## src/sv/tllik_sqrt_cell.sv

```systemverilog
// ----------------------------------------------------------------------------
// Square root cell
// One restoring square root step: decides root bit K and updates the remainder.
// ----------------------------------------------------------------------------
module tllik_sqrt_cell #(
  parameter int VW = 32,
  parameter int RW = 16,
  parameter int K  = 0
) (
  input  logic          clk,
  input  logic          en,
  input  logic [VW-1:0] rem_i,
  input  logic [RW-1:0] root_i,
  output logic [VW-1:0] rem_o,
  output logic [RW-1:0] root_o
);

  localparam int TW = VW + 2;

  logic [TW-1:0] trial;
  logic [TW-1:0] rem_w;
  logic [VW-1:0] rem_nxt;
  logic [RW-1:0] root_nxt;

  always_comb begin
    rem_w = TW'(rem_i);
    trial = (TW'(root_i) << (K + 1)) + (TW'(1) << (2 * K));
    if (rem_w >= trial) begin
      rem_nxt  = VW'(rem_w - trial);
      root_nxt = root_i | (RW'(1) << K);
    end else begin
      rem_nxt  = rem_i;
      root_nxt = root_i;
    end
  end

  always_ff @(posedge clk) begin
    if (en) begin
      rem_o  <= rem_nxt;
      root_o <= root_nxt;
    end
  end

endmodule

```

## config.mk

```make
export PLATFORM = sky130hd
export DESIGN_NAME = tllik_sqrt_cell
export DESIGN_NICKNAME = d
export VERILOG_FILES = /design/src/sv/tllik_sqrt_cell.sv
export SDC_FILE = /design/constraint.sdc
export NUM_CORES = 1
export LEC_CHECK = 0
export CORE_MARGIN = 10
export CORE_UTILIZATION = 30
export DETAILED_ROUTE_END_ITERATION = 8
export DONT_BUFFER_PORTS = 1
export GPL_TIMING_DRIVEN = 0
export SYNTH_ARGS = -nofsm -noshare
export SYNTH_HDL_FRONTEND = slang
export SYNTH_SLANG_ARGS = --single-unit
```

## constraint.sdc

```tcl
create_clock -name clk -period 5.3 [get_ports clk]
set_input_delay 1.06 -clock clk [delete_from_list [all_inputs] [get_ports clk]]
set_output_delay 1.06 -clock clk [all_outputs]
set_load 0.01 [all_outputs]
```

Word level (Yosys, flattened, before mapping)

Index checks and enable logic that the tools add are counted.

$add $sub $neg: 2
Order comparisons: 1
Muxes and demuxes: 1

Operator list:

| cell                                           | number |
|---|---|
| greater-or-equal comparator 32 x 18 -> 1 bit   | 1 |
| two-way mux 32 bit                             | 1 |
| subtractor 32 x 18 -> 32 bit                   | 1 |
| adder 17 x 1 -> 18 bit (second input constant) | 1 |

Register bits: 48
Bits of input ports: 50
Output and inout bits: 48
Word-level logic and storage cells: 7

Depth between registers and ports, before layout

Depth after elaboration: 3
Depth in mapped cells: 11
Mapped depth without buffers: 10

Least setup slack after synthesis

No wires, ideal clock.

Kind: input-to-reg
Start point: input port root_i[0]
End point: register rem_o[26], data pin
Library setup time: 0.258 ns
Arrival time: 3.588 ns
Required time: 5.042 ns
Setup slack: 1.455 ns
Stages: 9
Buffers on the path: 0
Path through: inv_1 -> fa_1 -> a211oi_1 -> o31ai_1 -> a21o_1 -> a2111oi_0 -> o41a_1 -> or4b_4 -> xnor2_2

Cells in the longest elaborated chain, start to end: 3
Elaborated cells on any way between the ends: 4
Classes of those cells: add/sub: 2; order compare: 1; mux: 1

RTL lines:

| item                                                                                                | RTL line | text |
|---|---|---|
| start, declared                                                                                     | 13       | `input logic [RW-1:0] root_i,` |
| adder 17 x 1 -> 18 bit (*)                                                                          | 27       | `trial = (TW'(root_i) << (K + 1)) + (TW'(1) << (2 * K));` |
| subtractor 32 x 18 -> 32 bit / greater-or-equal comparator 32 x 18 -> 1 bit (equally long branches) | 29, 28   |  |
| two-way mux 32 bit (*)                                                                              | 28       | `if (rem_w >= trial) begin` |
| named net rem_nxt[26]                                                                               | 22       | `logic [VW-1:0] rem_nxt;` |
| end signal, assigned                                                                                | 39       | `rem_o <= rem_nxt;` |
| end, declared                                                                                       | 14       | `output logic [VW-1:0] rem_o,` |

The timed path passes the listed nets; every way through them passes the cells marked *.
A chain may end at the register's enable or synchronous reset.

Worst setup path after layout

Same ends and word-level chain as after synthesis.

==> impl_metrics.json <==
{
  "outcome": "complete, no violations",
  "start_util": 0.3115,
  "synth_edf_count": 48,
  "cts_tree": "yes",
  "async_flop_share": 0,
  "drt-met1-wl_mm": 3.065,
  "hp-class": "input port to flop",
  "critPathLaunchType": "input port",
  "vdd_drop_max_mv": 0.09520,
  "grt_pass1_vias": 2037,
  "htreeDepth": 2,
  "grt_pass1_wl_mm": 11.74,
  "slowest_stage": "a2111oi_0",
  "rsz0062_at_grt": "no",
  "fp.dieW_um": 118.4,
  "post-synth-top-count-cell": "edfxtp_1",
  "holdBufCountCts": 0,
  "top_layer": "met4",
  "finalHoldViolCount": 0,
  "root_buffer": "clkbuf_8",
  "io_buffers": 0,
  "postSynthAreaPerCell_um2": 10.96,
  "fin_crit_sh": 0.7609,
  "ant_nets": 0,
  "hp-start": "root_i[5]",
  "synth_top_area_cell": "edfxtp_1",
  "met2_length_mm": 3.642,
  "fp-row-count": 35,
  "crit_required_ns": 5.36,
  "yosys-top-cells-area": "edfxtp_1 50%, ha_1 7.3%, xnor2_1 6.0%",
  "min_path_cells": 0,
  "synthSimpleGateAreaFrac": 0.1352,
  "numCtsBuffers": 5,
  "yosysTopAreaCellShare": 0.4961,
  "crit_path_cell_trace": "inv_1 -> fa_1 -> a211oi_1 -> o31ai_1 -> a21o_1 -> a2111oi_0 -> o41a_1 -> or4b_4 -> xnor2_2",
  "muxShareOfSynthArea": 0.02713,
  "maxSlewViolCount": 0,
  "nFillCells": 924,
  "holdPathEnd": "root_o[5]",
  "grt_usage": 0.1039,
  "slowest_delay_ns": 0.67,
  "grt_max_degree": 49,
  "overflow": 0,
  "vias_per_cell": 5.090,
  "setup_viol": 0,
  "syn_area_um2": 2905,
  "drive_above_1_share": 0.08791,
  "stdcell_area_um2": 3154,
  "met3_length_um": 777,
  "powerDensity_nw_per_um2": 280.6,
  "clkSinkCount": 48,
  "critPathKind": "input port to flop",
  "cts.repair.resized": 0,
  "synth_fa_ha_area_frac": 0.08010,
  "max_freq_mhz": 248.0,
  "fin_crit_ns": 4.033,
  "synth_ff_type": "edfxtp_1",
  "cts_buffer_depth": 2,
  "yosys.area_share.xor_xnor": 0.09001,
  "cp-end-kind": "flop",
  "place_area_um2": 3067,
  "slew-limit-headroom": 0.5372,
  "vias": 2046,
  "tightest_slew_ns": 0.6767,
  "grt_antenna_before_repair": 0,
  "yosysWarnings": 0,
  "dieArea_um2": 14020,
  "seq_area_frac_synth": 0.4961,
  "num_antenna_cells": 0,
  "wl_per_cell_um": 18.92,
  "drtIter0Drc": 131,
  "drc_errors": 0,
  "critPathArrivalTime_ns": 4.10,
  "yosys-top-cells-count": "48 x edfxtp_1, 27 x a21oi_1, 22 x inv_1, 20 x xnor2_1, 19 x nor2_1",
  "drt-total-wl_mm": 7.606,
  "synth_compound_area_frac": 0.1352,
  "syn_nets": 333,
  "clkTransAtPathRegs_ns": 0.09,
  "cts_setup_buffers": 0,
  "fin_tns_setup_ns": 0,
  "worstPathMaxFanout": 7,
  "drt_pass1_iterations": 4,
  "synth_top_family_by_area": "compound AO/OA/AOI/OAI gates",
  "ios": 98,
  "leakagePower_uw": 0.001147,
  "nets": 340,
  "syn_to_final_growth_pct": 8.570,
  "gp_congestion": 0.8281,
  "synthDistinctLibCells": 44,
  "netlist_instances": 265,
  "dp_hpwl_mm": 6.113,
  "core_area_um2": 9328,
  "dieHeight_um": 118.4,
  "cap_violations": 0,
  "synth-seq-cells": 48
}
## cells by family (layout without fill, tap and decap cells)
| family | Yosys count | after routing |
|---|---|---|
| simple gates | 73 | 73 |
| compound gates | 63 | 63 |
| flops | 48 | 48 |
| xor+xnor | 29 | 29 |
| buf+inv | 27 | 35 |
| fa+ha+maj | 18 | 18 |
| mux | 7 | 7 |
## per-layer routing
metal,vias up,GRT usage
li1,986,-
met1,977,0.1184
met2,75,0.1704
met3,8,0.04712
met4,0,0.03282
met5,-,0
## state kept, by name (all words and copies together) (netlist names)
register and count:
rem_o 32, root_o 16
## critical path, delay by kind of cell
kind | cells | cell delay, ns
compound gates | 5 | 1.85
xor+xnor | 1 | 0.14
buf+inv | 1 | 0.06
simple gates | 1 | 0.52
fa+ha+maj | 1 | 0.46
## layout make-up
type                            instances  area (µm²)  share of cell area
Inverter                               22       82.58             0.02618
Tap cell                              129       161.4             0.05117
Multi-Input combinational cell        190        1359              0.4308
Clock buffer                            5       68.82             0.02182
Buffer                                  5       22.52            0.007140
Clock inverter                          3       18.77            0.005950
Sequential cell                        48        1441              0.4570
## where the power goes
| group | switching, µW | internal (µW) | leakage (µW) |
|---|---|---|---|
| sequential | 39.8 | 473 | 0.000470 |
| combinational | 82.7 | 70.1 | 0.000639 |
| clock | 128 | 91.3 | 0.0000378 |
## through the flow
step                      instances  total power (µW)  utilization  hold WS (ns)  worst slack (ns)
after floorplan                 265             635.5            -         1.159             1.455
after global placement          394             674.7       0.3288         1.159            0.9573
after detailed placement        394             675.3       0.3288         1.159            0.9651
after CTS                       402             898.7       0.3382        0.8346             1.272
after global routing            402             932.6       0.3382        0.8281             1.051
final                           402             885.1       0.3382        0.8401             1.267
## cell usage in the layout, fill, tap and decap left out, types with 2 or more instances in the layout
cell / instances
edfxtp_1: 48
a21oi_1: 27
inv_1: 22
xnor2_1: 20
nor2_1: 19
ha_1: 17
nand2_1: 16
o21ai_0: 11
xor2_1: 8
nand3_1: 7
mux2_2: 7
a21o_1: 6
nor3_1: 6
nand4_1: 6
clkbuf_8: 5
o31ai_1: 3
nand2b_1: 3
and2_1: 3
buf_2: 3
clkbuf_1: 2
a211oi_1: 2
nor4_1: 2
o21a_1: 2
nor4b_1: 2
a31oi_1: 2
a21boi_0: 2
clkinvlp_4: 2
## worst max-delay path by stage
stage	startpoint	endpoint	slack, ns	cells past startpoint
after floorplan	root_i[0]	rem_o[26]	1.45	9
after global placement	root_i[0]	rem_o[26]	0.96	9
after detailed placement	root_i[0]	rem_o[26]	0.97	9
after CTS	root_i[0]	rem_o[26]	1.27	9
after global routing	root_i[0]	rem_o[26]	1.05	9
final	root_i[0]	rem_o[26]	1.27	9
(Power assumes the default switching activity.)
