<file path="config.mk">
export PLATFORM = sky130hd
export DESIGN_NAME = tllik_cordic_cell
export DESIGN_NICKNAME = d
export VERILOG_FILES = /design/src/sv/tllik_pkg.sv /design/src/sv/tllik_cordic_cell.sv
export SDC_FILE = /design/constraint.sdc
export NUM_CORES = 1
export LEC_CHECK = 0
export BUFFER_PORTS_ARGS = -buffer_cell sky130_fd_sc_hd__buf_2
export CAP_MARGIN = 20
export CELL_PAD_IN_SITES_DETAIL_PLACEMENT = 0
export CELL_PAD_IN_SITES_GLOBAL_PLACEMENT = 2
export CORE_MARGIN = 8
export CORE_UTILIZATION = 37
export DETAILED_ROUTE_END_ITERATION = 10
export GPL_TIMING_DRIVEN = 0
export PLACE_DENSITY = 0.94
export SYNTH_ARGS = -nofsm -noshare
export SYNTH_HDL_FRONTEND = slang
export SYNTH_SLANG_ARGS = --single-unit
</file>
<file path="constraint.sdc">
create_clock -name clk -period 13 [get_ports clk]
set_clock_uncertainty 0.15 [all_clocks]
set_input_delay 2.6 -clock clk [delete_from_list [all_inputs] [get_ports clk]]
set_output_delay 2.6 -clock clk [all_outputs]
set_load 0.1 [all_outputs]
</file>
<file path="src/sv/tllik_pkg.sv">
// ----------------------------------------------------------------------------
// Two-link leg IK package
// Shared constants, data types and the arctangent table of the solver.
// ----------------------------------------------------------------------------
package tllik_pkg;

  localparam int PI_Q20       = 3294199;
  localparam int PI_Q12       = 12868;
  localparam int ONE_Q14      = 16384;
  localparam int CORDIC_STEPS = 20;

  localparam logic [14:0] UPPER_RST = 15'd13697;
  localparam logic [14:0] LOWER_RST = 15'd12780;
  localparam logic [14:0] MAXR_RST  = 15'd24904;
  localparam logic [14:0] MINR_RST  = 15'd3932;

  typedef enum logic [1:0] {
    REG_UPPER = 2'd0,
    REG_LOWER = 2'd1,
    REG_MAXR  = 2'd2,
    REG_MINR  = 2'd3
  } cfg_reg_t;

  typedef struct packed {
    logic signed [31:0] x;
    logic signed [31:0] y;
    logic signed [23:0] acc;
  } cordic_t;

  typedef struct packed {
    logic [45:0] rem;
    logic [31:0] den;
    logic [15:0] q;
  } div_t;

  typedef struct packed {
    logic signed [15:0] x;
    logic signed [15:0] z;
    logic               clamped;
    logic               neg_f;
    logic               neg_k;
    logic               dz_f;
    logic               dz_k;
    logic signed [15:0] c_f;
    logic signed [15:0] c_k;
    logic               zero_h;
    logic               zero_f;
    logic               zero_k;
  } carry_t;

  typedef struct packed {
    logic signed [15:0] hip_angle;
    logic [13:0]        knee_angle;
    logic               reach_clamped;
  } out_word_t;

  function automatic logic [19:0] atan_tab(input int i);
    case (i)
      0:       atan_tab = 20'd823550;
      1:       atan_tab = 20'd486170;
      2:       atan_tab = 20'd256879;
      3:       atan_tab = 20'd130396;
      4:       atan_tab = 20'd65451;
      5:       atan_tab = 20'd32757;
      6:       atan_tab = 20'd16383;
      7:       atan_tab = 20'd8192;
      8:       atan_tab = 20'd4096;
      9:       atan_tab = 20'd2048;
      10:      atan_tab = 20'd1024;
      11:      atan_tab = 20'd512;
      12:      atan_tab = 20'd256;
      13:      atan_tab = 20'd128;
      14:      atan_tab = 20'd64;
      15:      atan_tab = 20'd32;
      16:      atan_tab = 20'd16;
      17:      atan_tab = 20'd8;
      18:      atan_tab = 20'd4;
      19:      atan_tab = 20'd2;
      default: atan_tab = 20'd0;
    endcase
  endfunction

endpackage

</file>
<file path="src/sv/tllik_cordic_cell.sv">
// ----------------------------------------------------------------------------
// CORDIC cell
// One vectoring rotation by the arctangent of 2^-I.
// ----------------------------------------------------------------------------
module tllik_cordic_cell import tllik_pkg::*; #(
  parameter int I = 0
) (
  input  logic    clk,
  input  logic    en,
  input  cordic_t d_i,
  output cordic_t d_o
);

  logic signed [31:0] dx;
  logic signed [31:0] dy;
  logic signed [23:0] tab;
  cordic_t            d_nxt;

  always_comb begin
    dx  = d_i.y >>> I;
    dy  = d_i.x >>> I;
    tab = $signed({4'd0, atan_tab(I)});
    if (d_i.y > 0) begin
      d_nxt.x   = d_i.x + dx;
      d_nxt.y   = d_i.y - dy;
      d_nxt.acc = d_i.acc + tab;
    end else begin
      d_nxt.x   = d_i.x - dx;
      d_nxt.y   = d_i.y + dy;
      d_nxt.acc = d_i.acc - tab;
    end
  end

  always_ff @(posedge clk) begin
    if (en) begin
      d_o <= d_nxt;
    end
  end

endmodule

</file>
Yosys cells after proc, flatten, opt, wreduce, memory -nomap -nowiden
Index checks and enable logic that the tools add are counted.

Add/sub/neg operators: 5. $lt $le $gt $ge: 1. Muxes and demuxes: 1.

Operator list (number): 2-to-1 mux 88 bit (1); subtractor 32 bit (2); adder 32 bit (1); > comparator 32 x 1 -> 1 bit, second input constant (1); adder 24 x 21 -> 24 bit, second input constant (1); subtractor 24 x 21 -> 24 bit, second input constant (1).

Flip-flop bits (word level): 88. Input port bits: 90. Output and inout port bits: 88.

Longest topological paths before layout
Gate-level depths: netlist (run 1).

Depth after elaboration: 2. Gate-level depth with buffers: 18. Gate-level depth less buffers: 16.

Least setup slack after synthesis (run 1)
Ideal clock, no wire load.

Path kind: input to register. From: input port d_i[36] (netlist bit). To: register d_o[23] (netlist bit), data pin. Setup time: 0.260 ns. Arrival time: 6.209 ns. Data required time: 12.590 ns. Path slack: 6.381 ns. Stages on the path: 16. Buffers on the path: 3. Cell sequence: nor4_1 -> nand4_1 -> nor2_1 -> or2_2 -> clkbuf_1 -> clkbuf_1 -> buf_1 -> ha_1 -> a21o_1 -> or4b_2 -> o21ai_0 -> o31a_1 -> o21ai_0 -> a21oi_1 -> o21bai_1 -> xnor2_1.

RTL lines: from (decl) (line tllik_cordic_cell.sv:10) `input cordic_t d_i,`; to (signal assigned) (line tllik_cordic_cell.sv:36) `d_o <= d_nxt;`; to (decl) (line tllik_cordic_cell.sv:11) `output cordic_t d_o`.

==> metrics.cfg, run 1 <==
[routing]
via_count=8296
drt-pass1-iter-count=6
wl_met3_mm=2.042
drtAntennaViolNets=0
drt_iter0_markers=912
wl_met2_mm=13.47
drc=0
wl_mm=29.46
wl_met1_mm=13.25
avgRoutedWirePerCell_um=19.22
highest_layer=met5
detail_route.vias_per_cell=5.412

[die]
start_util_pct=37.69
num_rows=56
dieHeight_um=170.6
die-area_sq_mm=0.02911
pin_count=178
dieWidth_um=170.6
core_sq_mm=0.02347

[grt]
grt_pass1_wl_mm=44.97
grt_antenna_before_repair=1
grt_pass1_vias=8198
grt_max_degree=60
gr-total-overflow=0
grt_use_total_pct=19.76

[cts]
numCtsBuffers=9
clk_path_buf_depth=2
clkTransAtPathRegs_ns=0.06
h-tree-depth=3
postCtsHoldBufs=0
postCtsSetupBuffers=0
clock-sinks=87
root_buffer=clkbuf_16
cts.repair.resized=0
cts_tree=yes

[layout]
reg.largest.list=d_o: 87 flops
num-fill-cells=2377
post-route-util_pct=44.67
stdcell_area_sq_mm=0.01049
diodes=0
nets=1417
largest_reg_flops=87
largest_register=d_o
layoutNonFillerInstCount=1533
area_growth_syn_to_layout_pct=18.53
drive_gt1_share_pct=18.86

[critical_path]
crit_buf_inv=5
crit_required_ns=12.95
cp-end-kind=flop
cp-startpoint=d_i[34]
crit_cells=20
path_cells=buf_2 > nor4_1 > nand4_1 > nor2_1 > or2_2 > clkbuf_1 > clkinv_1 > clkbuf_1 > buf_16 > ha_1 > a21o_1 > a21oi_1 > nand2_1 > a211oi_1 > o21ai_0 > a21boi_0 > a311oi_1 > a21o_1 > a21oi_1 > xnor2_1
slowest_delay_ns=0.57
crit_end=d_o[22]
crit_family=compound AO/OA/AOI/OAI gates
critical_path_class=in -> reg
worstSetupStartpointType=input pin
crit_path_top_delay_cell=nor4_1
cp_max_fo=12
arrival_ns=7.56

[synthesis]
yosysWarningCount=0
synthArstFlopShare_pct=0
yosys.area.top_type_share_pct=29.53
synth_area_sq_mm=0.008846
synth_edf_count=87
syn-num-nets=1227
ys_seq_area_share_pct=29.53
synth_top_area_cell=edfxtp_1
yosysUniqueCellTypes=71
synth.avg_cell_area_sq_um=8.681
netlist_top_cells_area=edfxtp_1 (30%), ha_1 (16%), xnor2_1 (7.3%)
yosys-top-cells-count=a21oi_1 (121), ha_1 (114), inv_1 (99)
synthCells=1019
yosysMostFrequentCell=a21oi_1
synth_seq_cells=87
ys.flop_type=edfxtp_1

[power_and_ir_drop]
p_seq_share_pct=27.4
switchingPower_mw=0.7096
pwr-share-clk_pct=19.6
leakage_nw=4.701
p_per_area_mw_per_mm2=133.4
ir_worst_vdd_uv=75.38
power.share.combinational_pct=53.0
p_int_mw=0.6891
p_sw_share_pct=50.73

[placement]
place_inst=1517
io_buffers=177
gp_congestion=0.9193
hpwl_mm=23.63
placed_cell_area_sq_mm=0.01019

[min_path]
whs_path_depth=1
hold_class=in -> reg

[sta]
final_max_slew_viol_count=0
rsz0062_at_grt=no
setup_viol=0
fin_hold_ws_ns=2.275
timing.final.crit_share_pct=58.51
relSlewSlack_pct=38.57
period_minus_slack_ns=7.606
max_freq_ghz=0.1315
tns_ns=0
worst_pin_slew_ns=0.9215
finalHoldViolations=0

[run_status]
run_status=completed

[flow_run]
max_cap_viol_count=0

[metrics by stage]
step / power, mW / setup WS [ns]
after global routing: 1.457 / 4.959
after CTS: 1.402 / 5.390
final: 1.399 / 5.394
after detailed placement: 1.128 / 5.022
after global placement: 1.124 / 4.389
after floorplan: 0.9734 / 6.381
[cell type report]
class | count | area [sq um] | share of cell area (%)
repair buffers | 179 | 943.4 | 8.998
clock inverters | 7 | 70.07 | 0.6683
well taps | 319 | 399.1 | 3.807
multi-input cells | 785 | 5654 | 53.93
flip-flops and latches | 87 | 2613 | 24.92
inverters | 102 | 382.9 | 3.652
clock buffers | 9 | 225.2 | 2.148
plain buffers | 45 | 197.7 | 1.885
[cell families (layout without fill, tap and decap cells)]
kind of cell	count (synthesis)	count (layout)	synth area share [%]
AOI/OAI and AO/OA	339	339	24.50
xor gates and xnor gates	83	83	8.218
adders and majority gates	118	118	17.03
buffers and inverters	147	342	6.549
DFF	87	87	29.53
muxes	10	10	1.132
and+or+nand+nor	235	235	13.04
[how the worst min path moves through the flow]
stage	to	slack, ns	start
after floorplan	d_o[0]	2.55	d_i[0]
after global placement	d_o[0]	2.63	d_i[0]
after detailed placement	d_o[0]	2.63	d_i[0]
after CTS	d_o[0]	2.26	d_i[0]
after global routing	d_o[0]	2.28	d_i[0]
final	d_o[0]	2.27	d_i[0]
[cell usage in the layout (no fill, tap or decap), types with 9 or more instances in the layout]
master / count
nand4_1: 17
buf_2: 187
nor2_1: 77
nor4_1: 11
xnor2_1: 74
inv_1: 99
a21oi_1: 121
clkbuf_16: 9
nand2_1: 53
clkbuf_1: 24
o21ai_0: 58
xor2_1: 9
a21o_1: 31
edfxtp_1: 87
o21bai_1: 27
mux2i_1: 10
nor3_1: 17
nor2b_1: 12
nand3_1: 9
nand2b_1: 9
ha_1: 114
[power by group through the flow]
stage / logic, mW / clock network [mW] / registers, mW
6_report: 0.742 / 0.274 / 0.383
5_1_grt: 0.781 / 0.288 / 0.388
4_1_cts: 0.741 / 0.278 / 0.383
3_5_place_dp: 0.738 / 0 / 0.390
3_3_place_gp: 0.734 / 0 / 0.390
2_1_floorplan: 0.247 / 0 / 0.727
[routing by layer]
metal  GRT usage [%]  vias to the layer above
met2           32.46                      331
met3           3.227                       52
met5               0                        -
met4           6.560                        2
li1                -                     4040
met1           26.04                     3871
No activity file was read; power rests on OpenSTA's default activity.
==> run 2: changes to the inputs <==
Settings changed: CORE_UTILIZATION 37 to 31, PLACE_DENSITY 0.94 to 0.84.
Clock period 13 ns to 6.35 ns, I/O delays scaled along.
==> metrics.cfg, run 2 (synthesis gave the netlist of run 1 again) <==
[cts]
postCtsHoldBufs=0
clock-sinks=87
numCtsBuffers=9
root_buffer=clkbuf_16
clk_path_buf_depth=2
cts_tree=yes
h-tree-depth=3
clkTransAtPathRegs_ns=0.06

[grt]
use_met2_pct=29.64
grt_use_met1_pct=23.71
grt_antenna_before_repair=3
grt_use_met3_pct=2.903
gr-total-overflow=0
grt_use_total_pct=17.93
grt_pass1_wl_mm=47.20
top_usage_layer=met2
grt_pass1_vias=8255
grt_max_degree=65

[layout]
num-fill-cells=3077
layout_commonest_cell=buf_2
largest_register=d_o
stdcell_area_sq_mm=0.01057
multiInputGateArea_sq_mm=0.005660
largest_reg_flops=87
final_cell_mix=buf_2 (186), a21oi_1 (121), ha_1 (114)
reg.largest.list=d_o: 87 flops
layoutNonFillerInstCount=1599
area_growth_syn_to_layout_pct=19.46
nets=1417
drive_gt1_share_pct=19.11
ff_latch_area_sq_mm=0.002613

[sta]
setup_viol=0
timing.final.crit_share_pct=94.55
tns_ns=0
finalHoldViolations=0
postLayoutSetupSlackWorst_ns=0.3461
period_minus_slack_ns=6.004
relSlewSlack_pct=37.15
max_freq_ghz=0.1666
final_max_slew_viol_count=0
rsz0062_at_grt=no
worst_pin_slew_ns=0.9428

[die]
core_sq_mm=0.02839
die-area_sq_mm=0.03420
start_util_pct=31.16
dieHeight_um=184.9
num_rows=62
dieWidth_um=184.9
pin_count=178

[routing]
drt-pass1-iter-count=5
drtAntennaViolNets=0
detail_route.vias_per_cell=5.188
avgRoutedWirePerCell_um=19.57
wl_mm=31.29
drt_iter0_markers=627
via_count=8296
drc=0

[critical_path]
worstSetupStartpointType=input pin
cp-end-kind=flop
crit_required_ns=6.30
crit_path_top_delay_cell=clkbuf_4
path_cells=buf_2 > nor4_1 > nand4_1 > nor2_1 > or2_2 > clkbuf_1 > clkbuf_1 > clkbuf_4 > ha_1 > a21o_1 > or4_1 > a311oi_1 > o31a_1 > o21ai_0 > a21oi_1 > o21bai_1 > xnor2_1
slowest_delay_ns=0.53
cp_max_fo=21
crit_path_frequent_cell=clkbuf_1
critical_path_class=in -> reg
arrival_ns=5.95
crit_family=simple AND/OR/NAND/NOR gates
crit_buf_inv=4

[power_and_ir_drop]
leakage_nw=4.702
p_int_mw=1.411
p_per_area_mw_per_mm2=271.9
pwr-share-clk_pct=19.6
power.share.combinational_pct=53.1
switchingPower_mw=1.462
ir_worst_vdd_uv=128.8
p_seq_share_pct=27.3
p_sw_share_pct=50.89

[placement]
io_buffers=177
placed_cell_area_sq_mm=0.01026
place_ws_ns=-0.3320
place_inst=1582
gp_congestion=0.9196
hpwl_mm=25.10

[run_status]
run_status=completed

[min_path]
hold_class=in -> reg

[flow_run]
max_cap_viol_count=0

[run 2: cell count changes in the layout (fill, tap and decap cells not counted)]
| cell | change |
|---|---|
| clkbuf_1 | -1 |
| a21boi_0 | -1 |
| buf_2 | -1 |
| clkinv_1 | -1 |
| diode_2 | +1 |
| clkbuf_2 | +1 |
| nor4_2 | +1 |
| buf_8 | +1 |
| clkinv_2 | +1 |
| nor4_1 | -1 |
| buf_16 | -1 |
| a21boi_1 | +1 |
| clkbuf_4 | +1 |
[run 2: path summary, 6_finish.rpt]
kind	start	slack, ns	cells after the start	to
setup / recovery	d_i[36]	0.35	17	d_o[23]
hold / removal	d_i[0]	0.94	1	d_o[0]
[run 2: metrics by stage]
stage / hold WS, ns / power [mW] / util, %
2_1_floorplan: 1.219 / 1.993 / -
3_3_place_gp: 1.296 / 2.314 / 35.97
3_5_place_dp: 1.301 / 2.320 / 36.13
4_1_cts: 0.9229 / 2.893 / 37.18
5_1_grt: 0.9279 / 3.000 / 37.22
6_report: 0.9411 / 2.873 / 37.22
[run 2: layout make-up]
type	instances	area share [%]
diodes	1	0.02368
clock inverters	7	0.6749
flip-flops and latches	87	24.72
plain buffers	45	1.906
clock buffers	9	2.131
multi-input cells	785	53.56
inverters	102	3.623
well taps	384	4.547
repair buffers	179	8.809
[run 2: power groups by stage]
| stage | registers [mW] | logic (mW) | clock network [mW] |
|---|---|---|---|
| floorplan | 1.49 | 0.505 | 0 |
| global placement | 0.799 | 1.51 | 0 |
| detailed placement | 0.799 | 1.52 | 0 |
| CTS | 0.786 | 1.53 | 0.581 |
| global route | 0.796 | 1.61 | 0.593 |
| finish | 0.785 | 1.53 | 0.562 |
[run 2: routing by layer]
layer	share of wire [%]	vias to the layer above
met1	45	3889
met4	1.7	4
li1	-	4047
met2	46	319
met3	6.9	37
met5	0.074	-
[run 2: repair_timing]
action                     CTS  global route
setup endpoints to repair    0             2
gates resized for setup      0             5
setup buffers                0             0
