--- src/sv/tllik_pkg.sv ---
// ----------------------------------------------------------------------------
// Two-link leg IK package
// Shared constants, data types and the arctangent table of the solver.
// ----------------------------------------------------------------------------
package tllik_pkg;

  localparam int PI_Q20       = 3294199;
  localparam int PI_Q12       = 12868;
  localparam int ONE_Q14      = 16384;
  localparam int CORDIC_STEPS = 20;

  localparam logic [14:0] UPPER_RST = 15'd13697;
  localparam logic [14:0] LOWER_RST = 15'd12780;
  localparam logic [14:0] MAXR_RST  = 15'd24904;
  localparam logic [14:0] MINR_RST  = 15'd3932;

  typedef enum logic [1:0] {
    REG_UPPER = 2'd0,
    REG_LOWER = 2'd1,
    REG_MAXR  = 2'd2,
    REG_MINR  = 2'd3
  } cfg_reg_t;

  typedef struct packed {
    logic signed [31:0] x;
    logic signed [31:0] y;
    logic signed [23:0] acc;
  } cordic_t;

  typedef struct packed {
    logic [45:0] rem;
    logic [31:0] den;
    logic [15:0] q;
  } div_t;

  typedef struct packed {
    logic signed [15:0] x;
    logic signed [15:0] z;
    logic               clamped;
    logic               neg_f;
    logic               neg_k;
    logic               dz_f;
    logic               dz_k;
    logic signed [15:0] c_f;
    logic signed [15:0] c_k;
    logic               zero_h;
    logic               zero_f;
    logic               zero_k;
  } carry_t;

  typedef struct packed {
    logic signed [15:0] hip_angle;
    logic [13:0]        knee_angle;
    logic               reach_clamped;
  } out_word_t;

  function automatic logic [19:0] atan_tab(input int i);
    case (i)
      0:       atan_tab = 20'd823550;
      1:       atan_tab = 20'd486170;
      2:       atan_tab = 20'd256879;
      3:       atan_tab = 20'd130396;
      4:       atan_tab = 20'd65451;
      5:       atan_tab = 20'd32757;
      6:       atan_tab = 20'd16383;
      7:       atan_tab = 20'd8192;
      8:       atan_tab = 20'd4096;
      9:       atan_tab = 20'd2048;
      10:      atan_tab = 20'd1024;
      11:      atan_tab = 20'd512;
      12:      atan_tab = 20'd256;
      13:      atan_tab = 20'd128;
      14:      atan_tab = 20'd64;
      15:      atan_tab = 20'd32;
      16:      atan_tab = 20'd16;
      17:      atan_tab = 20'd8;
      18:      atan_tab = 20'd4;
      19:      atan_tab = 20'd2;
      default: atan_tab = 20'd0;
    endcase
  endfunction

endpackage

--- src/sv/tllik_div_cell.sv ---
// ----------------------------------------------------------------------------
// Divider cell
// One restoring division step: decides quotient bit K.
// ----------------------------------------------------------------------------
module tllik_div_cell import tllik_pkg::*; #(
  parameter int K = 0
) (
  input  logic clk,
  input  logic en,
  input  div_t d_i,
  output div_t d_o
);

  logic [46:0] shifted;
  div_t        d_nxt;

  always_comb begin
    d_nxt   = d_i;
    shifted = {15'd0, d_i.den} << K;
    if ({1'b0, d_i.rem} >= shifted) begin
      d_nxt.rem  = d_i.rem - shifted[45:0];
      d_nxt.q[K] = 1'b1;
    end
  end

  always_ff @(posedge clk) begin
    if (en) begin
      d_o <= d_nxt;
    end
  end

endmodule

--- config.mk ---
export PLATFORM = sky130hd
export DESIGN_NAME = tllik_div_cell
export DESIGN_NICKNAME = d
export VERILOG_FILES = /design/src/sv/tllik_pkg.sv /design/src/sv/tllik_div_cell.sv
export SDC_FILE = /design/constraint.sdc
export NUM_CORES = 1
export LEC_CHECK = 0
export ABC_CLOCK_PERIOD_IN_PS = 4400
export BUFFER_PORTS_ARGS = -buffer_cell sky130_fd_sc_hd__buf_2
export CORE_MARGIN = 1
export CORE_UTILIZATION = 40
export CTS_CLUSTER_SIZE = 8
export DETAILED_ROUTE_END_ITERATION = 8
export PLACE_DENSITY_LB_ADDON = 0.05
export SLEW_MARGIN = 20
export SYNTH_ARGS = -nofsm -noshare
export SYNTH_HDL_FRONTEND = slang
export SYNTH_SLANG_ARGS = --single-unit
--- constraint.sdc ---
create_clock -name clk -period 4.4 [get_ports clk]
set_input_delay 0.66 -clock clk [delete_from_list [all_inputs] [get_ports clk]]
set_output_delay 0.66 -clock clk [all_outputs]
set_load 0.005 [all_outputs]
---- Word level (Yosys, flattened, before mapping) ----
Cells that the tools add are included.
storage, ports and cells
  register bits ........................... 94
  output and inout bits ................... 94
  logic and storage cells ................. 7
cells by class
  add/subtract/negate cells ............... 1
  magnitude comparators ................... 1
  muxes and demuxes ....................... 1
operators by type and width
  kind                                          number
  greater-or-equal comparator 46 x 32 -> 1 bit  1
  2-to-1 mux 46 bit                             1
  subtractor 46 x 32 -> 46 bit                  1

---- Depth between registers and ports, before layout ----
Gate-level depths: netlist (run 1).
  depth in word-level cells ............... 2
  gate-level depth with buffers ........... 14
  gate-level depth less buffers ........... 13

---- Least setup slack after synthesis (run 1) ----
No wires, ideal clock.
  path type ............................... in2reg
  start ................................... input port d_i[48] (netlist bit)
  end ..................................... register d_o[92] (netlist bit), data pin
  setup time .............................. 0.258 ns
  arrival ................................. 3.027 ns
  data required time ...................... 4.142 ns
  setup slack ............................. 1.116 ns
  stages .................................. 14
  path buffers ............................ 1
  cell sequence ........................... inv_1 -> ha_1 -> inv_1 -> fa_1 -> a21oi_1 -> o22ai_1 -> o21ai_0 -> o31ai_1 -> a41oi_2 -> buf_6 -> or2_4 -> nor3_4 -> nand4b_1 -> xnor2_1
RTL lines
  item                    RTL line              RTL
  start: declaration      tllik_div_cell.sv:10  input div_t d_i,
  end signal: assignment  tllik_div_cell.sv:28  d_o <= d_nxt;
  end: declaration        tllik_div_cell.sv:11  output div_t d_o

==> results_dict.tcl, run 1 <==
set metrics [dict create \
    post-cts-setup-buffer-count 0 \
    clk_pin_slew_worst_paths_ns 0.06 \
    n_antenna_cell 0 \
    tns_ns 0 \
    ant_nets 0 \
    final-setup-viol-count 0 \
    top_register "d_o" \
    powerDensity_nw_per_um2 359 \
    cts_resized 0 \
    grt_max_degree 62 \
    arrival_ns 3.52 \
    syn-num-nets 645 \
    final_area_um2 6810 \
    worstHoldPathCells 1 \
    hold_class "input pin to flop" \
    start_util_pct 41.8 \
    dieArea_um2 13900 \
    wl_um 13300 \
    dr.pass1.iters 4 \
    max-cap-violations 0 \
    wl_per_cell_um 15.1 \
    syn2layout_area_growth_pct 26.7 \
    cts.sinks 94 \
    placed_cells 865 \
    rsz0062_at_grt "no" \
    core_area_um2 12900 \
    hold_path_startpoint "d_i[13]" \
    grt_overflow 0 \
    clockBufferDepth 2 \
    antenna_found_initial 0 \
    tightest_slew_ns 0.912 \
    synthFlopType "edfxtp_1" \
    irDropWorstVdd_uv 209 \
    ios 190 \
    avgSynthCellArea_um2 10.4 \
    p_clk_share_pct 32.3 \
    via_per_inst 5.08 \
    die_h_um 118 \
    netSwitchingFraction_pct 27.1 \
    status "finished clean" \
    num_vias 4467 \
    port_buffers 189 \
    power_frac_seq_pct 46.3 \
    end_kind "flop" \
    relSlewSlack_pct 38.7 \
    fin_crit_ns 3.41 \
    layout-drive-gt1-share_pct 30.6 \
    reg.largest.list "d_o: 94 flops" \
    synth_edf_count 94 \
    p_sw_mw 0.663 \
    ys_types 47 \
    power.share.combinational_pct 21.4 \
    cts_tree "built" \
    p_int_mw 1.78 \
    cp_data_required_time_ns 4.50 \
    drc 0 \
    fp-row-count 41 \
    critPathLaunchType "input pin" \
    hold_viol 0 \
    grt_pass1_wl_um 21500 \
    drt_iter0_drc 208 \
    dpl_cell_area_um2 6520 \
    cts_buffers 9 \
    synth-async-reset-ratio_pct 0 \
    h-tree-depth 3 \
    grt_pass1_vias 4421 \
    synth_seq_cells 94 \
    grtUsageTotal_pct 19.6 \
    synth-seq-area-share_pct 52.5 \
    max_freq_mhz 293 \
    crit_path_max_fanout 18 \
    p_leak_nw 2.91 \
    hpwl_um 10500 \
    largest_reg_flops 94 \
    final_cells 880 \
    clockRootBuffer "clkbuf_16" \
    cts_hold_buf 0 \
    num-fill-cells 1235 \
    holdPathEnd "d_o[13]" \
    fin_nets 833 \
    synth_warnings 0 \
    netlist_area_um2 5380 \
    routabilityCongestion 0.863 \
    die_w_um 118 \
    syn_inst 516 \
    slew_violations 0 \
    critical_path_class "input pin to flop" \
    post-route-period-util_pct 77.6 \
]
==> critical path, cell delays in order <==
cell,delay [ns]
buf_2,0.11
ha_1,0.18
inv_1,0.08
fa_1,0.20
a21oi_1,0.08
o22ai_1,0.25
o21ai_0,0.14
buf_4,0.17
o31ai_1,0.27
buf_4,0.20
a41oi_4,0.27
or2_4,0.35
nor3_4,0.25
nand4b_1,0.15
xnor2_1,0.14
==> synthesized netlist by cell type (2+ instances only) <==
master	count	area share (%)
nand2_1	60	4.2
mux2_2	2	0.42
and3_1	3	0.35
xor2_1	19	3.1
nand2b_1	6	0.70
a21oi_1	42	3.9
a31oi_1	4	0.47
o22ai_1	2	0.23
nor2b_1	2	0.23
clkbuf_1	13	0.91
o21a_1	2	0.28
inv_1	43	3.0
xnor2_1	23	3.7
o211ai_1	4	0.56
or3_1	2	0.23
nor3_1	13	1.2
ha_1	32	7.4
a211o_1	2	0.33
a21o_1	4	0.56
a211oi_1	3	0.42
buf_2	4	0.37
o31ai_1	4	0.56
nor4_1	7	0.81
edfxtp_1	94	53
nand4_1	8	0.93
and2_1	3	0.35
nor2_1	25	1.7
o21ai_0	54	5.0
nand3_1	12	1.1
nand4b_1	3	0.49
o21bai_1	5	0.70
==> metal layers <==
layer / GRT usage [%] / up-vias / wire length, um / share of wire (%)
li1: - / 2247 / - / -
met1: 24.6 / 2050 / 5940 / 45
met2: 32.5 / 153 / 6370 / 48
met3: 4.12 / 17 / 773 / 5.8
met4: 8.09 / 0 / 242 / 1.8
met5: 0 / - / 0 / 0
==> layout by cell type (no fill, tap or decap), types with 4 or more instances in the layout <==
cell type / instances
xor2_1: 19
o31ai_1: 4
nand2b_1: 6
a31oi_1: 4
nand3_1: 12
clkbuf_16: 9
buf_4: 7
a21o_1: 4
edfxtp_1: 94
o21bai_1: 5
nand2_1: 60
o21ai_0: 54
nor3_1: 13
a21oi_1: 42
nor2_1: 25
nor4_1: 7
o211ai_1: 4
nand4_1: 8
ha_1: 32
buf_2: 188
inv_1: 43
xnor2_1: 23
==> power by group through the flow <==
| stage | sequential (mW) | combinational (mW) | clock, mW |
|---|---|---|---|
| finish | 1.13 | 0.523 | 0.789 |
| global route | 1.14 | 0.586 | 0.840 |
| CTS | 1.13 | 0.527 | 0.813 |
| detailed placement | 1.15 | 0.525 | 0 |
| global placement | 1.15 | 0.523 | 0 |
| floorplan | 1.17 | 0.268 | 0 |
==> cell type report <==
type | count | area, um^2 | share of cell area, %
Sequential cell | 94 | 2820 | 41.4
Inverter | 43 | 161 | 2.37
Multi-Input combinational cell | 361 | 2320 | 34.1
Clock buffer | 9 | 225 | 3.31
Timing Repair Buffer | 195 | 993 | 14.6
Tap cell | 172 | 215 | 3.16
Clock inverter | 6 | 71.3 | 1.05
==> cell families (layout without fill, tap and decap cells) <==
family	Yosys count	after routing	share of synthesized area (%)
AOI/OAI and AO/OA	134	134	14.5
buffers and inverters	61	253	4.49
muxes	3	3	0.605
and+or+nand+nor	149	149	13.3
xor gates and xnor gates	42	42	6.84
adders and majority gates	33	33	7.82
DFF	94	94	52.5
==> worst max-delay path by stage <==
stage,endpoint,from
global placement,d_o[92],d_i[16]
detailed placement,d_o[92],d_i[16]
CTS,d_o[92],d_i[16]
global route,d_o[88],d_i[48]
floorplan,d_o[92],d_i[48]
finish,d_o[92],d_i[16]
==> stage by stage <==
stage               setup slack (ns)  power, mW  util (%)  hold WS [ns]
global route                   0.714       2.57      52.9         0.467
global placement               0.707       1.67      50.6         0.837
CTS                            0.994       2.47      52.9         0.473
detailed placement             0.616       1.68      50.6         0.840
finish                         0.988       2.44      52.9         0.484
floorplan                       1.12       1.43         -         0.759
No activity file was read; power rests on OpenSTA's default activity.
==> run 2, diff against run 1 <==
--- a/config.mk
+++ b/config.mk
@@ -5,7 +5,7 @@
 export SDC_FILE = /design/constraint.sdc
 export NUM_CORES = 1
 export LEC_CHECK = 0
-export ABC_CLOCK_PERIOD_IN_PS = 4400
+export ABC_CLOCK_PERIOD_IN_PS = 3300
 export BUFFER_PORTS_ARGS = -buffer_cell sky130_fd_sc_hd__buf_2
 export CORE_MARGIN = 1
 export CORE_UTILIZATION = 40
==> constraint.sdc (replaced) <==
create_clock -name clk -period 3.3 [get_ports clk]
set_input_delay 0.495 -clock clk [delete_from_list [all_inputs] [get_ports clk]]
set_output_delay 0.495 -clock clk [all_outputs]
set_load 0.005 [all_outputs]
==> results_dict.tcl, run 2 (synthesized netlist as in run 1, its figures left out) <==
set metrics [dict create \
    fp-row-count 41 \
    tightest_slew_ns 0.870 \
    hold_path_startpoint "d_i[13]" \
    cts_tree "built" \
    whs_ns 0.323 \
    crit_path_max_fanout 5 \
    syn2layout_area_growth_pct 30.3 \
    critical_path_class "input pin to flop" \
    hpwl_um 11000 \
    dr.pass1.iters 5 \
    core_area_um2 12900 \
    grt_overflow 0 \
    slew_violations 0 \
    critPathLaunch "d_i[48]" \
    power_mw 3.29 \
    cts_hold_buf 0 \
    final_common_cell "buf_2" \
    relSlewSlack_pct 41.5 \
    via_per_inst 5.08 \
    dpl_cell_area_um2 6700 \
    mostFrequentLayoutCells "188 x buf_2, 94 x edfxtp_1, 60 x nand2_1" \
    max-cap-violations 0 \
    drc 0 \
    h-tree-depth 3 \
    max_freq_mhz 331 \
    placed_cells 890 \
    grt_pass1_vias 4542 \
    reg.largest.list "d_o: 94 flops" \
    hold_viol 0 \
    ios 190 \
    cts_buffers 9 \
    die_w_um 118 \
    n_antenna_cell 0 \
    final_cells 906 \
    die_h_um 118 \
    grt_max_degree 50 \
    irDropWorstVdd_uv 226 \
    clockRootBuffer "clkbuf_16" \
    antenna_found_initial 0 \
    largest_reg_flops 94 \
    drt_iter0_drc 233 \
    clockBufferDepth 2 \
    rsz0062_at_grt "no" \
    fin_nets 858 \
    arrival_ns 3.11 \
    hold_class "input pin to flop" \
    final_area_um2 7010 \
    top_register "d_o" \
    ant_nets 0 \
    wl_per_cell_um 15.3 \
    p_leak_nw 3.03 \
    post-route-period-util_pct 91.5 \
    grtUsageTotal_pct 20.3 \
    routabilityCongestion 0.863 \
    status "finished clean" \
    critPathLaunchType "input pin" \
    wl_um 13800 \
    layout-drive-gt1-share_pct 33.1 \
    final-setup-viol-count 0 \
    clk_pin_slew_worst_paths_ns 0.07 \
    dieArea_um2 13900 \
    num_vias 4607 \
    port_buffers 189 \
    fin_crit_ns 3.02 \
    start_util_pct 41.8 \
    grt_pass1_wl_um 22300 \
    end_kind "flop" \
    cts.sinks 94 \
    cp_data_required_time_ns 3.39 \
    powerDensity_nw_per_um2 470 \
]
-- run 2: layout make-up --
cell class                      count  area [um^2]
Fill cell                        1216         5870
Sequential cell                    94         2820
Multi-Input combinational cell    361         2330
Timing Repair Buffer              220         1180
Clock buffer                       10          229
Tap cell                          172          215
Inverter                           43          161
Clock inverter                      6         67.6
-- run 2: worst paths after layout --
check / endpoint / cells after the start
setup / recovery: d_o[92] / 15
hold / removal: d_o[13] / 1
-- run 2: critical path, stage by stage --
cell	delay, ns
buf_2	0.09
inv_1	0.06
ha_1	0.14
inv_1	0.06
fa_1	0.40
a21oi_1	0.22
o22ai_2	0.12
o211ai_1	0.26
a311oi_1	0.15
o22ai_1	0.25
nor3_1	0.11
buf_4	0.15
nor3_4	0.30
nand4b_1	0.15
xnor2_1	0.15
-- run 2: per-layer routing --
layer / wire, um / up-vias / global-route usage [%] / part of all wire (%)
li1: - / 2299 / - / -
met4: 264 / 0 / 8.09 / 1.9
met5: 0 / - / 0 / 0
met3: 780 / 18 / 3.63 / 5.6
met2: 6580 / 168 / 33.4 / 48
met1: 6210 / 2122 / 26.3 / 45
-- run 2: metrics by stage --
stage / util, % / setup TNS, ns / worst slack (ns)
global placement: 52.1 / 0 / 0.00887
detailed placement: 52.1 / -1.10 / -0.0963
global route: 54.4 / 0 / 0.0280
finish: 54.4 / 0 / 0.279
CTS: 54.4 / 0 / 0.263
floorplan: - / 0 / 0.181
-- run 2: power by group --
group          leakage [nW]  switching, mW  internal, mW
Combinational          1.97          0.407         0.334
Sequential            0.920         0.0308          1.48
Clock                 0.141          0.453         0.592
Total                  3.03          0.891          2.40
-- run 2: repair_timing --
action	in CTS	in global routing
endpoints found under the hold margin	0	0
gates resized for setup	0	1
buffers inserted	0	0
endpoints found under the setup margin	0	1
==> run 3, diff against run 2 <==
--- a/config.mk
+++ b/config.mk
@@ -9,6 +9,7 @@
 export BUFFER_PORTS_ARGS = -buffer_cell sky130_fd_sc_hd__buf_2
 export CORE_MARGIN = 1
 export CORE_UTILIZATION = 40
+export CTS_BUF_LIST = sky130_fd_sc_hd__clkbuf_16
 export CTS_CLUSTER_SIZE = 8
 export DETAILED_ROUTE_END_ITERATION = 8
 export PLACE_DENSITY_LB_ADDON = 0.05
==> results_dict.tcl, run 3 (synthesized netlist as in run 1, its figures left out) <==
set metrics [dict create \
    clockRootBuffer "clkbuf_16" \
    grt_overflow 0 \
    via_per_inst 5.09 \
    fin_nets 858 \
    max-cap-violations 0 \
    cp_num_buf_inv 4 \
    holdPathEnd "d_o[13]" \
    relSlewSlack_pct 41.5 \
    cp_data_required_time_ns 3.39 \
    clk_pin_slew_worst_paths_ns 0.07 \
    tightest_slew_ns 0.870 \
    hold_viol 0 \
    wl_um 13900 \
    cts_hold_buf 0 \
    cts_buffers 9 \
    power.share.combinational_pct 22.5 \
    dpl_cell_area_um2 6700 \
    end_kind "flop" \
    max_freq_mhz 331 \
    slew_violations 0 \
    post-route-period-util_pct 91.5 \
    grt_pass1_wl_um 22300 \
    routabilityCongestion 0.863 \
    core_area_um2 12900 \
    final_common_cell "buf_2" \
    h-tree-depth 3 \
    p_int_mw 2.40 \
    hpwl_um 11000 \
    cts.sinks 94 \
    status "finished clean" \
    clockBufferDepth 2 \
    drt_iter0_drc 233 \
    whs_ns 0.323 \
    fin_util_pct 54.4 \
    powerDensity_nw_per_um2 470 \
    top_register "d_o" \
    mostFrequentLayoutCells "188 x buf_2, 94 x edfxtp_1, 60 x nand2_1" \
    n_antenna_cell 0 \
    die_w_um 118 \
    irDropWorstVdd_uv 221 \
    max_stage_delay_ns 0.40 \
    grt_pass1_vias 4542 \
    worstHoldPathCells 1 \
    critPathLaunchType "input pin" \
    ios 190 \
    fp-row-count 41 \
    cp_slowest_cell "fa_1" \
    netSwitchingFraction_pct 27.1 \
    wl_per_cell_um 15.3 \
    crit_path_frequent_cell "inv_1" \
    layout-drive-gt1-share_pct 33.1 \
    arrival_ns 3.11 \
    ant_nets 0 \
    power_frac_seq_pct 45.8 \
    crit_path_max_fanout 5 \
    final_area_um2 7010 \
    worstPathCellList "buf_2 > inv_1 > ha_1 > inv_1 > fa_1 > a21oi_1 > o22ai_2 > o211ai_1 > a311oi_1 > o22ai_1 > nor3_1 > buf_4 > nor3_4 > nand4b_1 > xnor2_1" \
    p_clk_share_pct 31.6 \
    cp_top_family "compound AO/OA/AOI/OAI gates" \
    hold_path_startpoint "d_i[13]" \
    post-cts-setup-buffer-count 0 \
    critical_path_class "input pin to flop" \
    grtUsageTotal_pct 20.3 \
    cts_tree "built" \
    drc 0 \
    grt_max_degree 50 \
    start_util_pct 41.8 \
    dr.pass1.iters 4 \
    largest_reg_flops 94 \
    port_buffers 189 \
    die_h_um 118 \
    antenna_found_initial 0 \
    final-setup-viol-count 0 \
    dieArea_um2 13900 \
    hold_class "input pin to flop" \
    rsz0062_at_grt "no" \
    p_sw_mw 0.890 \
    reg.largest.list "d_o: 94 flops" \
    p_leak_nw 3.04 \
    num_vias 4616 \
    syn2layout_area_growth_pct 30.3 \
    power_mw 3.29 \
    tns_ns 0 \
    fin_crit_ns 3.02 \
]
-- run 3: repair_timing --
action / 4_1_cts / 5_1_grt
resized for setup: 0 / 1
hold endpoints to repair: 0 / 0
endpoints found under the setup margin: 0 / 1
-- run 3: metrics by stage --
stage	worst slack (ns)	cells
4_1_cts	0.263	906
2_1_floorplan	0.181	516
5_1_grt	0.0280	906
3_5_place_dp	-0.0963	890
3_3_place_gp	0.00887	890
6_report	0.281	906
-- run 3: how the worst max path moves through the flow --
stage,startpoint,endpoint,slack [ns],depth (start not counted)
after detailed placement,d_i[48],d_o[65],-0.1,14
after global placement,d_i[48],d_o[92],0.009,15
after CTS,d_i[48],d_o[65],0.26,14
final,d_i[48],d_o[92],0.28,15
after floorplan,d_i[48],d_o[92],0.18,14
after global routing,d_i[48],d_o[92],0.03,15
-- run 3: layout make-up --
class	instances	area, um^2
Multi-Input combinational cell	361	2330
Timing Repair Buffer	220	1180
Clock inverter	7	71.3
Fill cell	1216	5870
Sequential cell	94	2820
Tap cell	172	215
Clock buffer	9	225
Inverter	43	161
-- run 3: power by group through the flow --
stage	combinational [mW]	clock [mW]	sequential, mW
2_1_floorplan	0.358	0	1.56
4_1_cts	0.743	1.07	1.51
5_1_grt	0.825	1.11	1.52
3_5_place_dp	0.740	0	1.53
3_3_place_gp	0.738	0	1.53
6_report	0.742	1.04	1.51
-- run 3: routing by layer --
metal  global-route usage (%)  share of wire (%)  wire (um)
met4                     8.09                1.9        264
met3                     3.63                5.5        764
met5                        0                  0          0
met2                     33.4                 48       6620
met1                     26.3                 45       6210
